**config.mk**
```make
export PLATFORM = sky130hd
export DESIGN_NAME = des_round_cell
export DESIGN_NICKNAME = d
export VERILOG_FILES = /design/src/design/des_pkg.sv /design/src/design/des_round_cell.sv
export SDC_FILE = /design/constraint.sdc
export NUM_CORES = 1
export LEC_CHECK = 0
export ABC_AREA = 1
export BUFFER_PORTS_ARGS = -buffer_cell sky130_fd_sc_hd__buf_4
export CAP_MARGIN = 40
export CORE_UTILIZATION = 57
export DETAILED_ROUTE_END_ITERATION = 16
export PLACE_DENSITY_LB_ADDON = 0.08
export SLEW_MARGIN = 20
export SYNTH_ARGS = -nofsm -noshare
export SYNTH_HDL_FRONTEND = slang
export SYNTH_SLANG_ARGS = --single-unit
export TNS_END_PERCENT = 20
```
**constraint.sdc**
```tcl
create_clock -name clk -period 4.9 [get_ports clk]
set_input_delay 0.735 -clock clk [delete_from_list [all_inputs] [get_ports clk]]
set_output_delay 0.735 -clock clk [all_outputs]
set_load 0.02 [all_outputs]
```
**src/design/des_pkg.sv**
```systemverilog
// des_pkg: shared types, standard tables and bit permutation functions
// for the des block cipher pipeline
// no dependencies
package des_pkg;

  // one pipeline slot: control, feistel halves and key schedule halves
  typedef struct packed {
    logic        valid;
    logic        decrypt;
    logic [31:0] l;
    logic [31:0] r;
    logic [55:0] cd;
  } stage_t;

  localparam int unsigned ROUNDS = 16;

  // opcode values
  localparam logic OP_ENCRYPT = 1'b0;
  localparam logic OP_DECRYPT = 1'b1;

  localparam logic [6:0] TAB_IP [64] = '{
    7'd58, 7'd50, 7'd42, 7'd34, 7'd26, 7'd18, 7'd10, 7'd2,
    7'd60, 7'd52, 7'd44, 7'd36, 7'd28, 7'd20, 7'd12, 7'd4,
    7'd62, 7'd54, 7'd46, 7'd38, 7'd30, 7'd22, 7'd14, 7'd6,
    7'd64, 7'd56, 7'd48, 7'd40, 7'd32, 7'd24, 7'd16, 7'd8,
    7'd57, 7'd49, 7'd41, 7'd33, 7'd25, 7'd17, 7'd9,  7'd1,
    7'd59, 7'd51, 7'd43, 7'd35, 7'd27, 7'd19, 7'd11, 7'd3,
    7'd61, 7'd53, 7'd45, 7'd37, 7'd29, 7'd21, 7'd13, 7'd5,
    7'd63, 7'd55, 7'd47, 7'd39, 7'd31, 7'd23, 7'd15, 7'd7};

  localparam logic [6:0] TAB_FP [64] = '{
    7'd40, 7'd8, 7'd48, 7'd16, 7'd56, 7'd24, 7'd64, 7'd32,
    7'd39, 7'd7, 7'd47, 7'd15, 7'd55, 7'd23, 7'd63, 7'd31,
    7'd38, 7'd6, 7'd46, 7'd14, 7'd54, 7'd22, 7'd62, 7'd30,
    7'd37, 7'd5, 7'd45, 7'd13, 7'd53, 7'd21, 7'd61, 7'd29,
    7'd36, 7'd4, 7'd44, 7'd12, 7'd52, 7'd20, 7'd60, 7'd28,
    7'd35, 7'd3, 7'd43, 7'd11, 7'd51, 7'd19, 7'd59, 7'd27,
    7'd34, 7'd2, 7'd42, 7'd10, 7'd50, 7'd18, 7'd58, 7'd26,
    7'd33, 7'd1, 7'd41, 7'd9,  7'd49, 7'd17, 7'd57, 7'd25};

  localparam logic [5:0] TAB_E [48] = '{
    6'd32, 6'd1,  6'd2,  6'd3,  6'd4,  6'd5,  6'd4,  6'd5,
    6'd6,  6'd7,  6'd8,  6'd9,  6'd8,  6'd9,  6'd10, 6'd11,
    6'd12, 6'd13, 6'd12, 6'd13, 6'd14, 6'd15, 6'd16, 6'd17,
    6'd16, 6'd17, 6'd18, 6'd19, 6'd20, 6'd21, 6'd20, 6'd21,
    6'd22, 6'd23, 6'd24, 6'd25, 6'd24, 6'd25, 6'd26, 6'd27,
    6'd28, 6'd29, 6'd28, 6'd29, 6'd30, 6'd31, 6'd32, 6'd1};

  localparam logic [5:0] TAB_P [32] = '{
    6'd16, 6'd7,  6'd20, 6'd21, 6'd29, 6'd12, 6'd28, 6'd17,
    6'd1,  6'd15, 6'd23, 6'd26, 6'd5,  6'd18, 6'd31, 6'd10,
    6'd2,  6'd8,  6'd24, 6'd14, 6'd32, 6'd27, 6'd3,  6'd9,
    6'd19, 6'd13, 6'd30, 6'd6,  6'd22, 6'd11, 6'd4,  6'd25};

  localparam logic [6:0] TAB_PC1 [56] = '{
    7'd57, 7'd49, 7'd41, 7'd33, 7'd25, 7'd17, 7'd9,
    7'd1,  7'd58, 7'd50, 7'd42, 7'd34, 7'd26, 7'd18,
    7'd10, 7'd2,  7'd59, 7'd51, 7'd43, 7'd35, 7'd27,
    7'd19, 7'd11, 7'd3,  7'd60, 7'd52, 7'd44, 7'd36,
    7'd63, 7'd55, 7'd47, 7'd39, 7'd31, 7'd23, 7'd15,
    7'd7,  7'd62, 7'd54, 7'd46, 7'd38, 7'd30, 7'd22,
    7'd14, 7'd6,  7'd61, 7'd53, 7'd45, 7'd37, 7'd29,
    7'd21, 7'd13, 7'd5,  7'd28, 7'd20, 7'd12, 7'd4};

  localparam logic [5:0] TAB_PC2 [48] = '{
    6'd14, 6'd17, 6'd11, 6'd24, 6'd1,  6'd5,  6'd3,  6'd28,
    6'd15, 6'd6,  6'd21, 6'd10, 6'd23, 6'd19, 6'd12, 6'd4,
    6'd26, 6'd8,  6'd16, 6'd7,  6'd27, 6'd20, 6'd13, 6'd2,
    6'd41, 6'd52, 6'd31, 6'd37, 6'd47, 6'd55, 6'd30, 6'd40,
    6'd51, 6'd45, 6'd33, 6'd48, 6'd44, 6'd49, 6'd39, 6'd56,
    6'd34, 6'd53, 6'd46, 6'd42, 6'd50, 6'd36, 6'd29, 6'd32};

  // left shifts per round when encrypting
  localparam logic [1:0] ROT_ENC [16] = '{
    2'd1, 2'd1, 2'd2, 2'd2, 2'd2, 2'd2, 2'd2, 2'd2,
    2'd1, 2'd2, 2'd2, 2'd2, 2'd2, 2'd2, 2'd2, 2'd1};

  // right shifts per round when decrypting (round keys in reverse order)
  localparam logic [1:0] ROT_DEC [16] = '{
    2'd0, 2'd1, 2'd2, 2'd2, 2'd2, 2'd2, 2'd2, 2'd2,
    2'd1, 2'd2, 2'd2, 2'd2, 2'd2, 2'd2, 2'd2, 2'd1};

  localparam logic [3:0] SBOX [8][64] = '{
    '{4'd14,4'd4,4'd13,4'd1,4'd2,4'd15,4'd11,4'd8,4'd3,4'd10,4'd6,4'd12,4'd5,4'd9,4'd0,4'd7,
      4'd0,4'd15,4'd7,4'd4,4'd14,4'd2,4'd13,4'd1,4'd10,4'd6,4'd12,4'd11,4'd9,4'd5,4'd3,4'd8,
      4'd4,4'd1,4'd14,4'd8,4'd13,4'd6,4'd2,4'd11,4'd15,4'd12,4'd9,4'd7,4'd3,4'd10,4'd5,4'd0,
      4'd15,4'd12,4'd8,4'd2,4'd4,4'd9,4'd1,4'd7,4'd5,4'd11,4'd3,4'd14,4'd10,4'd0,4'd6,4'd13},
    '{4'd15,4'd1,4'd8,4'd14,4'd6,4'd11,4'd3,4'd4,4'd9,4'd7,4'd2,4'd13,4'd12,4'd0,4'd5,4'd10,
      4'd3,4'd13,4'd4,4'd7,4'd15,4'd2,4'd8,4'd14,4'd12,4'd0,4'd1,4'd10,4'd6,4'd9,4'd11,4'd5,
      4'd0,4'd14,4'd7,4'd11,4'd10,4'd4,4'd13,4'd1,4'd5,4'd8,4'd12,4'd6,4'd9,4'd3,4'd2,4'd15,
      4'd13,4'd8,4'd10,4'd1,4'd3,4'd15,4'd4,4'd2,4'd11,4'd6,4'd7,4'd12,4'd0,4'd5,4'd14,4'd9},
    '{4'd10,4'd0,4'd9,4'd14,4'd6,4'd3,4'd15,4'd5,4'd1,4'd13,4'd12,4'd7,4'd11,4'd4,4'd2,4'd8,
      4'd13,4'd7,4'd0,4'd9,4'd3,4'd4,4'd6,4'd10,4'd2,4'd8,4'd5,4'd14,4'd12,4'd11,4'd15,4'd1,
      4'd13,4'd6,4'd4,4'd9,4'd8,4'd15,4'd3,4'd0,4'd11,4'd1,4'd2,4'd12,4'd5,4'd10,4'd14,4'd7,
      4'd1,4'd10,4'd13,4'd0,4'd6,4'd9,4'd8,4'd7,4'd4,4'd15,4'd14,4'd3,4'd11,4'd5,4'd2,4'd12},
    '{4'd7,4'd13,4'd14,4'd3,4'd0,4'd6,4'd9,4'd10,4'd1,4'd2,4'd8,4'd5,4'd11,4'd12,4'd4,4'd15,
      4'd13,4'd8,4'd11,4'd5,4'd6,4'd15,4'd0,4'd3,4'd4,4'd7,4'd2,4'd12,4'd1,4'd10,4'd14,4'd9,
      4'd10,4'd6,4'd9,4'd0,4'd12,4'd11,4'd7,4'd13,4'd15,4'd1,4'd3,4'd14,4'd5,4'd2,4'd8,4'd4,
      4'd3,4'd15,4'd0,4'd6,4'd10,4'd1,4'd13,4'd8,4'd9,4'd4,4'd5,4'd11,4'd12,4'd7,4'd2,4'd14},
    '{4'd2,4'd12,4'd4,4'd1,4'd7,4'd10,4'd11,4'd6,4'd8,4'd5,4'd3,4'd15,4'd13,4'd0,4'd14,4'd9,
      4'd14,4'd11,4'd2,4'd12,4'd4,4'd7,4'd13,4'd1,4'd5,4'd0,4'd15,4'd10,4'd3,4'd9,4'd8,4'd6,
      4'd4,4'd2,4'd1,4'd11,4'd10,4'd13,4'd7,4'd8,4'd15,4'd9,4'd12,4'd5,4'd6,4'd3,4'd0,4'd14,
      4'd11,4'd8,4'd12,4'd7,4'd1,4'd14,4'd2,4'd13,4'd6,4'd15,4'd0,4'd9,4'd10,4'd4,4'd5,4'd3},
    '{4'd12,4'd1,4'd10,4'd15,4'd9,4'd2,4'd6,4'd8,4'd0,4'd13,4'd3,4'd4,4'd14,4'd7,4'd5,4'd11,
      4'd10,4'd15,4'd4,4'd2,4'd7,4'd12,4'd9,4'd5,4'd6,4'd1,4'd13,4'd14,4'd0,4'd11,4'd3,4'd8,
      4'd9,4'd14,4'd15,4'd5,4'd2,4'd8,4'd12,4'd3,4'd7,4'd0,4'd4,4'd10,4'd1,4'd13,4'd11,4'd6,
      4'd4,4'd3,4'd2,4'd12,4'd9,4'd5,4'd15,4'd10,4'd11,4'd14,4'd1,4'd7,4'd6,4'd0,4'd8,4'd13},
    '{4'd4,4'd11,4'd2,4'd14,4'd15,4'd0,4'd8,4'd13,4'd3,4'd12,4'd9,4'd7,4'd5,4'd10,4'd6,4'd1,
      4'd13,4'd0,4'd11,4'd7,4'd4,4'd9,4'd1,4'd10,4'd14,4'd3,4'd5,4'd12,4'd2,4'd15,4'd8,4'd6,
      4'd1,4'd4,4'd11,4'd13,4'd12,4'd3,4'd7,4'd14,4'd10,4'd15,4'd6,4'd8,4'd0,4'd5,4'd9,4'd2,
      4'd6,4'd11,4'd13,4'd8,4'd1,4'd4,4'd10,4'd7,4'd9,4'd5,4'd0,4'd15,4'd14,4'd2,4'd3,4'd12},
    '{4'd13,4'd2,4'd8,4'd4,4'd6,4'd15,4'd11,4'd1,4'd10,4'd9,4'd3,4'd14,4'd5,4'd0,4'd12,4'd7,
      4'd1,4'd15,4'd13,4'd8,4'd10,4'd3,4'd7,4'd4,4'd12,4'd5,4'd6,4'd11,4'd0,4'd14,4'd9,4'd2,
      4'd7,4'd11,4'd4,4'd1,4'd9,4'd12,4'd14,4'd2,4'd0,4'd6,4'd10,4'd13,4'd15,4'd3,4'd5,4'd8,
      4'd2,4'd1,4'd14,4'd7,4'd4,4'd10,4'd8,4'd13,4'd15,4'd12,4'd9,4'd0,4'd3,4'd5,4'd6,4'd11}};

  // table entries count bits from 1 at the msb
  function automatic logic [63:0] perm_ip(logic [63:0] src);
    logic [63:0] res;
    for (int i = 0; i < 64; i++) res[63-i] = src[64 - int'(TAB_IP[i])];
    return res;
  endfunction

  function automatic logic [63:0] perm_fp(logic [63:0] src);
    logic [63:0] res;
    for (int i = 0; i < 64; i++) res[63-i] = src[64 - int'(TAB_FP[i])];
    return res;
  endfunction

  function automatic logic [55:0] perm_pc1(logic [63:0] src);
    logic [55:0] res;
    for (int i = 0; i < 56; i++) res[55-i] = src[64 - int'(TAB_PC1[i])];
    return res;
  endfunction

  function automatic logic [47:0] perm_pc2(logic [55:0] src);
    logic [47:0] res;
    for (int i = 0; i < 48; i++) res[47-i] = src[56 - int'(TAB_PC2[i])];
    return res;
  endfunction

  function automatic logic [47:0] expand_e(logic [31:0] src);
    logic [47:0] res;
    for (int i = 0; i < 48; i++) res[47-i] = src[32 - int'(TAB_E[i])];
    return res;
  endfunction

  function automatic logic [31:0] perm_p(logic [31:0] src);
    logic [31:0] res;
    for (int i = 0; i < 32; i++) res[31-i] = src[32 - int'(TAB_P[i])];
    return res;
  endfunction

  // eight s-box lookups, outer bits select the row
  function automatic logic [31:0] sbox_layer(logic [47:0] x);
    logic [31:0] res;
    logic [5:0]  six;
    for (int i = 0; i < 8; i++) begin
      six = x[47-6*i -: 6];
      res[31-4*i -: 4] = SBOX[i][{six[5], six[0], six[4:1]}];
    end
    return res;
  endfunction

  function automatic logic [27:0] rotl28(logic [27:0] v, logic [1:0] k);
    case (k)
      2'd1:    return {v[26:0], v[27]};
      2'd2:    return {v[25:0], v[27:26]};
      default: return v;
    endcase
  endfunction

  function automatic logic [27:0] rotr28(logic [27:0] v, logic [1:0] k);
    case (k)
      2'd1:    return {v[0], v[27:1]};
      2'd2:    return {v[1:0], v[27:2]};
      default: return v;
    endcase
  endfunction

endpackage

```
**src/design/des_round_cell.sv**
```systemverilog
// des_round_cell: one registered feistel round with its key schedule step
// depends on des_pkg (stage_t, tables, permutation functions)
module des_round_cell (
  input  logic            clk,
  input  logic            rst,
  input  logic [3:0]      round_idx,
  input  des_pkg::stage_t cell_in,
  output des_pkg::stage_t cell_out
);

  logic [27:0] c_rot;
  logic [27:0] d_rot;
  logic [47:0] subkey;
  logic [31:0] f_out;

  always_comb begin
    if (cell_in.decrypt == des_pkg::OP_DECRYPT) begin
      c_rot = des_pkg::rotr28(cell_in.cd[55:28], des_pkg::ROT_DEC[round_idx]);
      d_rot = des_pkg::rotr28(cell_in.cd[27:0], des_pkg::ROT_DEC[round_idx]);
    end else begin
      c_rot = des_pkg::rotl28(cell_in.cd[55:28], des_pkg::ROT_ENC[round_idx]);
      d_rot = des_pkg::rotl28(cell_in.cd[27:0], des_pkg::ROT_ENC[round_idx]);
    end
    subkey = des_pkg::perm_pc2({c_rot, d_rot});
    f_out  = des_pkg::perm_p(des_pkg::sbox_layer(des_pkg::expand_e(cell_in.r) ^ subkey));
  end

  always_ff @(posedge clk) begin
    if (rst) begin
      cell_out.valid <= 1'b0;
    end else begin
      cell_out.valid <= cell_in.valid;
    end
    cell_out.decrypt <= cell_in.decrypt;
    cell_out.l       <= cell_in.r;
    cell_out.r       <= cell_in.l ^ f_out;
    cell_out.cd      <= {c_rot, d_rot};
  end

endmodule

```
; Word-level counts from Yosys, hierarchy flattened
; Memory sizes are Yosys's and may differ from the RTL's.
; Index checks and enable logic that the tools add are counted.
; Widths: inputs -> output; s select.
[totals]
regBits = 122
romBits = 2112
input_bits = 128
output_inout_bits = 122
wordCells = 65
memories = 10
[mem_list]
columns = name, words, word_bits, rd, rd_clocked_by_memory_dff, wr, line_no
row1 = (name not given), 64, 4, 1, 0, 0, des_pkg.sv:160  ; res[31-4*i -: 4] = SBOX[i][{six[5], six[0], six[4:1]}];
row2 = (name not given), 64, 4, 1, 0, 0, des_pkg.sv:160
row3 = (name not given), 64, 4, 1, 0, 0, des_pkg.sv:160
row4 = (name not given), 64, 4, 1, 0, 0, des_pkg.sv:160
row5 = (name not given), 64, 4, 1, 0, 0, des_pkg.sv:160
row6 = (name not given), 64, 4, 1, 0, 0, des_pkg.sv:160
row7 = 4 more memories, n/a, n/a, n/a, n/a, n/a, n/a
[classes]
n_lt_le_gt_ge = 9
eq_ne = 4
muxes = 26
n_bitwise = 11
[op_table]
columns = operator, count
row1 = $pmux 28 s2, 4
row2 = $mux 4, 16
row3 = $ge 7x7->1 const B, 8
row4 = $mux 28, 2
row5 = $not 6->7, 8
row6 = $xor 48x48->48, 1
row7 = $xor 32x32->32, 1
row8 = $mux 2, 4
row9 = $ge 5x5->1 const B, 1
row10 = $not 4->5, 1
row11 = $eq 2x1->1 const B, 2
row12 = $eq 2x2->1 const B, 2

; Logic depth before layout (Yosys ltp)
[logic_depth]
depth_word = 13
ltp_mapped = 32
ltp_nobuf = 26

; Least setup slack after synthesis
; OpenSTA, ideal clock, no wires.
[synth_timing]
kind = input to register
from = input port round_idx[2]
to = register cell_out[76] (netlist bit)
arrival_time_ps = 4041
slack_ps = 746
stages = 28
path_buffers = 7
path_cell_list = nor2_2 > nand2_4 > nand2_4 > buf_6 > buf_6 > buf_6 > clkbuf_1 > o21ai_0 > inv_1 > ha_1 > buf_4 > buf_6 > buf_2 > a21oi_1 > o21ai_0 > o211ai_1 > nand2_1 > nand2_1 > nand2_1 > ha_1 > nand3_1 > nand3_1 > nand2_1 > nand2_1 > nand2_1 > nand2_1 > nand3_1 > nand2_1
[synth_via]
elab_chain_cells = 13
[synth_lines]
columns = item, line_no
row1 = "start, declared", des_round_cell.sv:6  ; input logic [3:0] round_idx,
row2 = $not 4->5 (implied by the code) (*), "des_round_cell.sv:19, des_round_cell.sv:22"
row3 = "$mem_v2 16x2, on equally long branches", n/a
row4 = "$mux 2, on equally long branches (2 in a row)", "des_round_cell.sv:22, des_round_cell.sv:19"
row5 = $eq 2x2->1 (tied with other cells), n/a
row6 = "$pmux 28 s2, on equally long branches", "des_pkg.sv:166, des_pkg.sv:174"
row7 = $mux 28 (*), des_round_cell.sv:17  ; if (cell_in.decrypt == des_pkg::OP_DECRYPT) begin
row8 = via d_rot[0], des_round_cell.sv:12  ; logic [27:0] d_rot;
row9 = $xor 48x48->48 (*), des_round_cell.sv:25  ; f_out = des_pkg::perm_p(des_pkg::sbox_layer(des_pkg::expand_e(cell_in.r) ^ subkey));
row10 = $not 6->7 (implied by the code) (*), des_pkg.sv:160
row11 = $mem_v2 64x4 (*), n/a
row12 = $mux 4 (implied by the code) (*) (2 in a row), des_pkg.sv:160
row13 = $xor 32x32->32 (*), des_round_cell.sv:36  ; cell_out.r <= cell_in.l ^ f_out;
row14 = "end, declared", des_round_cell.sv:8  ; output des_pkg::stage_t cell_out
; Mark *: on every way through the listed nets, which the timed path passes. The rest lies on a longest branch. The select of a mux whose other input is x is not followed.
; A chain may end at the register's enable or synchronous reset.

; Worst setup path after layout
[layout_timing]
from = input port round_idx[2]
to = register cell_out[82] (netlist bit)
[layout_via]
elab_chain_cells = 13
[layout_lines]
columns = item, line_no
row1 = $not 4->5 (implied by the code) (*), "des_round_cell.sv:18, des_round_cell.sv:21"
row2 = "$mem_v2 16x2, on equally long branches", n/a
row3 = "$mux 2, on equally long branches (2 in a row)", n/a
row4 = $eq 2x2->1 (tied with other cells), des_pkg.sv:166  ; case (k)
row5 = "$pmux 28 s2, on equally long branches", "des_pkg.sv:166, des_pkg.sv:174"
row6 = $mux 28 (*), des_round_cell.sv:17
row7 = $xor 48x48->48 (*), des_round_cell.sv:25
row8 = $not 6->7 (implied by the code) (*), des_pkg.sv:160
row9 = $mem_v2 64x4 (*), n/a
row10 = $mux 4 (implied by the code) (*) (2 in a row), des_pkg.sv:160
row11 = $xor 32x32->32 (*), des_round_cell.sv:36
; Mark *: on every way between the ends. The rest lies on a longest branch, timed or not. The select of a mux whose other input is x is not followed.

==> reports/qor.log <==
INFO  status         status=finished clean
INFO  pwr            vdd.ir_drop.worst=0.245mV
INFO  finish         share_of_post_route_cells_with_drive_strength_above_1=16.5%
INFO  finish         top_regs=cell_out x122
INFO  clock_network  clock_tree_from_tritoncts=built
INFO  die            die-width=147um
INFO  finish         antenna_cells_inserted=0
INFO  hold_path      min-delay-path-class=in2reg
INFO  critical_path  critical_path_required=5.22ns
INFO  finish         area_growth_syn_to_layout=19.4%
INFO  critical_path  crit_path_end=cell_out[82]
INFO  synth          postSynthCellCount=2086
INFO  job            max_cap_viol_count=0
INFO  die            floorplan.die_area=21700um^2
INFO  timing         rsz0062_at_grt=false
INFO  timing         worstMarginPinSlew=0.693ns
INFO  global_routing first_global_vias=13300
INFO  route          drt_iter0_drc=1758
INFO  die            floorplan.core_area=20400um^2
INFO  synth          synth_sequential_area_ratio=20.3%
INFO  pwr            static_leakage=0.00775uW
INFO  synth          postSynthAreaPerCell=5.77um^2
INFO  global_routing number_of_antenna_violations_at_the_first_check_in_global_routing=0
INFO  timing         period_needed=3.84ns
INFO  placed_design  place.port_buffers=249
INFO  global_routing wire_length_of_the_first_global_routing_pass=64400um
INFO  critical_path  worstPathMaxFanout=16
INFO  route          drtAntennaViolNets=0
INFO  clock_network  cts.repair_timing.setup_buffer_count=0
INFO  global_routing grt_start_max_net_pins=64
INFO  clock_network  path_clk_slew=0.06ns
INFO  die            pin_count=250
INFO  die            placement_rows=52
INFO  global_routing groute.usage.overall=36.4%
INFO  synth          ys.flop_type=dfxtp_1
INFO  synth          synth_edf_count=0
INFO  synth          synth_seq_cells=122
INFO  synth          netlist.top_cell.by_area=nand2_1
INFO  global_routing globalRoute.totalOverflow=0
INFO  synth          postSynth.asyncResetShare=0%
INFO  timing         worst_relative_slew_slack=53.8%
INFO  synth          count_of_cell_types_in_the_netlist=28
INFO  synth          synthMostInstantiatedCell=nand2_1
INFO  synth          yosys_warnings=0
INFO  finish         fillerInstances=1846
INFO  synth          post-synth-top-area-fraction=23.5%
INFO  route          postRouteWirelength=40100um
INFO  timing         report.final.slew_viol_count=0
INFO  die            floorplan.initialDensity=58.9%
INFO  finish         nets=2469
INFO  placed_design  place_ws=0.673ns
INFO  placed_design  weighted_congestion_at_the_end_of_routability_driven_global_placement=0.986
INFO  route          post_drt_via_cell_ratio=5.82
INFO  critical_path  worst_setup_path_start_kind=input pin
INFO  route          num_vias=14900
INFO  route          wl_met3=3790um
INFO  clock_network  cts_buffers=17
INFO  route          drt_first_pass_iters=6
INFO  synth          mappedNetlistArea=12000um^2
INFO  timing         final-hold-violation-count=0
INFO  die            floorplan.die.height=147um
INFO  clock_network  cts_max_level=4
INFO  clock_network  postCtsHoldBufs=0
INFO  timing         post-route-worst-setup-slack=1.06ns
INFO  synth          synth.net_count=2278
INFO  synth          yosys-top-cells-count=752 x nand2_1, 533 x nand3_1, 167 x inv_1
INFO  critical_path  crit_path_end_kind=flop
INFO  timing         fin_setup_tns=0ns
INFO  clock_network  tritoncts_sink_count=122
INFO  placed_design  dp_hpwl=30400um
INFO  route          drt_drc_violations_left=0
INFO  clock_network  clk_root_buffer_cell=clkbuf_16
INFO  placed_design  dp.cells=2528
INFO  synth          largest_cells_by_area_after_synthesis=nand2_1 23%, nand3_1 22%, dfxtp_1 20%
INFO  finish         largest-register=cell_out
INFO  route          topRoutingLayerUsed=met4
INFO  critical_path  endpoint_arrival_time_on_the_critical_path=4.16ns
INFO  timing         fmaxAchievable=0.260GHz
INFO  critical_path  cp-startpoint=round_idx[2]
INFO  timing         timing.final.crit_share=78.4%
INFO  route          metal_1_wl=15800um
INFO  pwr            power_density=339nW/um^2
INFO  clock_network  post_cts_repair_resize_count=0
INFO  pwr            design_power_total=4860uW
INFO  route          average_wire_per_cell_in_the_routed_design=15.7um
INFO  critical_path  timing.setup.critical_path_class=in2reg
INFO  finish         largest_register_ffs=122
INFO  clock_network  clk_path_buf_depth=2
INFO  finish         final_non_filler_cell_total=2559
INFO  route          met2_wirelength=18500um
INFO  timing         setup_viol_count_final=0
[power breakdown]
part	total (uW)	internal (uW)	switching, uW
clock	1200	729	472
sequential	1220	1160	56.0
combinational	2440	847	1600
[worst min path at each step]
stage	start	end	slack (ns)	cells past startpoint
3_3_place_gp	cell_in[66]	cell_out[98]	0.87	1
5_1_grt	cell_in[62]	cell_out[94]	0.43	1
6_report	cell_in[65]	cell_out[97]	0.43	1
2_1_floorplan	cell_in[68]	cell_out[100]	0.76	0
4_1_cts	cell_in[65]	cell_out[97]	0.42	1
3_5_place_dp	cell_in[81]	cell_out[113]	0.87	1
[cell families (layout without fill, tap and decap cells)]
kind of cell | Yosys count | in the layout | share of synthesized area, %
buffers and inverters | 278 | 481 | 10.4
DFF | 122 | 122 | 20.3
AOI/OAI and AO/OA | 233 | 233 | 10.1
xor gates and xnor gates | 11 | 11 | 1.71
adders and majority gates | 64 | 64 | 6.66
and+or+nand+nor | 1378 | 1378 | 50.8
[final cells by class]
| class | count | area, um^2 | area share [%] |
|---|---|---|---|
| Clock buffer | 23 | 478 | 3.33 |
| Sequential cell | 122 | 2440 | 17.0 |
| Timing Repair Buffer | 261 | 1980 | 13.8 |
| Clock inverter | 8 | 70.1 | 0.488 |
| Tap cell | 270 | 338 | 2.35 |
| Inverter | 189 | 709 | 4.94 |
| Multi-Input combinational cell | 1686 | 8340 | 58.1 |
[placed cells by master, fill, tap and decap left out]
cell and count:
a21oi_1 80, buf_12 2, buf_4 259, bufinv_16 1, clkbuf_1 3, clkbuf_16 17
clkbuf_8 3, clkinv_2 5, clkinvlp_4 2, dfxtp_1 122, ha_1 63, ha_4 1
inv_1 167, inv_2 22, nand2_1 752, nand2_2 38, nand2_4 5, nand2_8 1
nand3_1 533, nand3_2 9, nand3b_1 16, nand4_1 1, nor2_1 22, nor2_2 1
o211ai_1 5, o21ai_0 90, o21ai_1 33, o21ai_2 1, o22ai_1 24, xor2_1 1
xor2_2 7, xor2_4 3
[through the flow]
stage	hold WS (ns)	instance area, um^2	utilization, %
finish	0.431	14400	70.3
global route	0.431	14400	70.3
CTS	0.422	14400	70.3
detailed placement	0.871	13800	67.6
global placement	0.868	13800	67.6
floorplan	0.763	12000	-
[worst max-delay path, stage by stage]
cell      delay (ns)
buf_4           0.11
nor2_2          0.15
nand2_4         0.07
nand2_4         0.11
o21ai_0         0.16
ha_1            0.31
inv_2           0.22
buf_4           0.24
o21ai_0         0.16
o21ai_0         0.38
nand3_1         0.13
nand2_1         0.25
ha_1            0.36
inv_1           0.13
nand2_1         0.13
nand3_1         0.11
nand3_1         0.08
nand2_1         0.10
nand2_1         0.07
nand3b_1        0.10
nand2_1         0.05
[metal layers]
layer,up-vias,track usage [%]
li1,7240,-
met1,6610,45.8
met2,906,59.6
met3,141,5.78
met4,0,19.5
met5,-,0
Power figures use the tool's default switching activity.
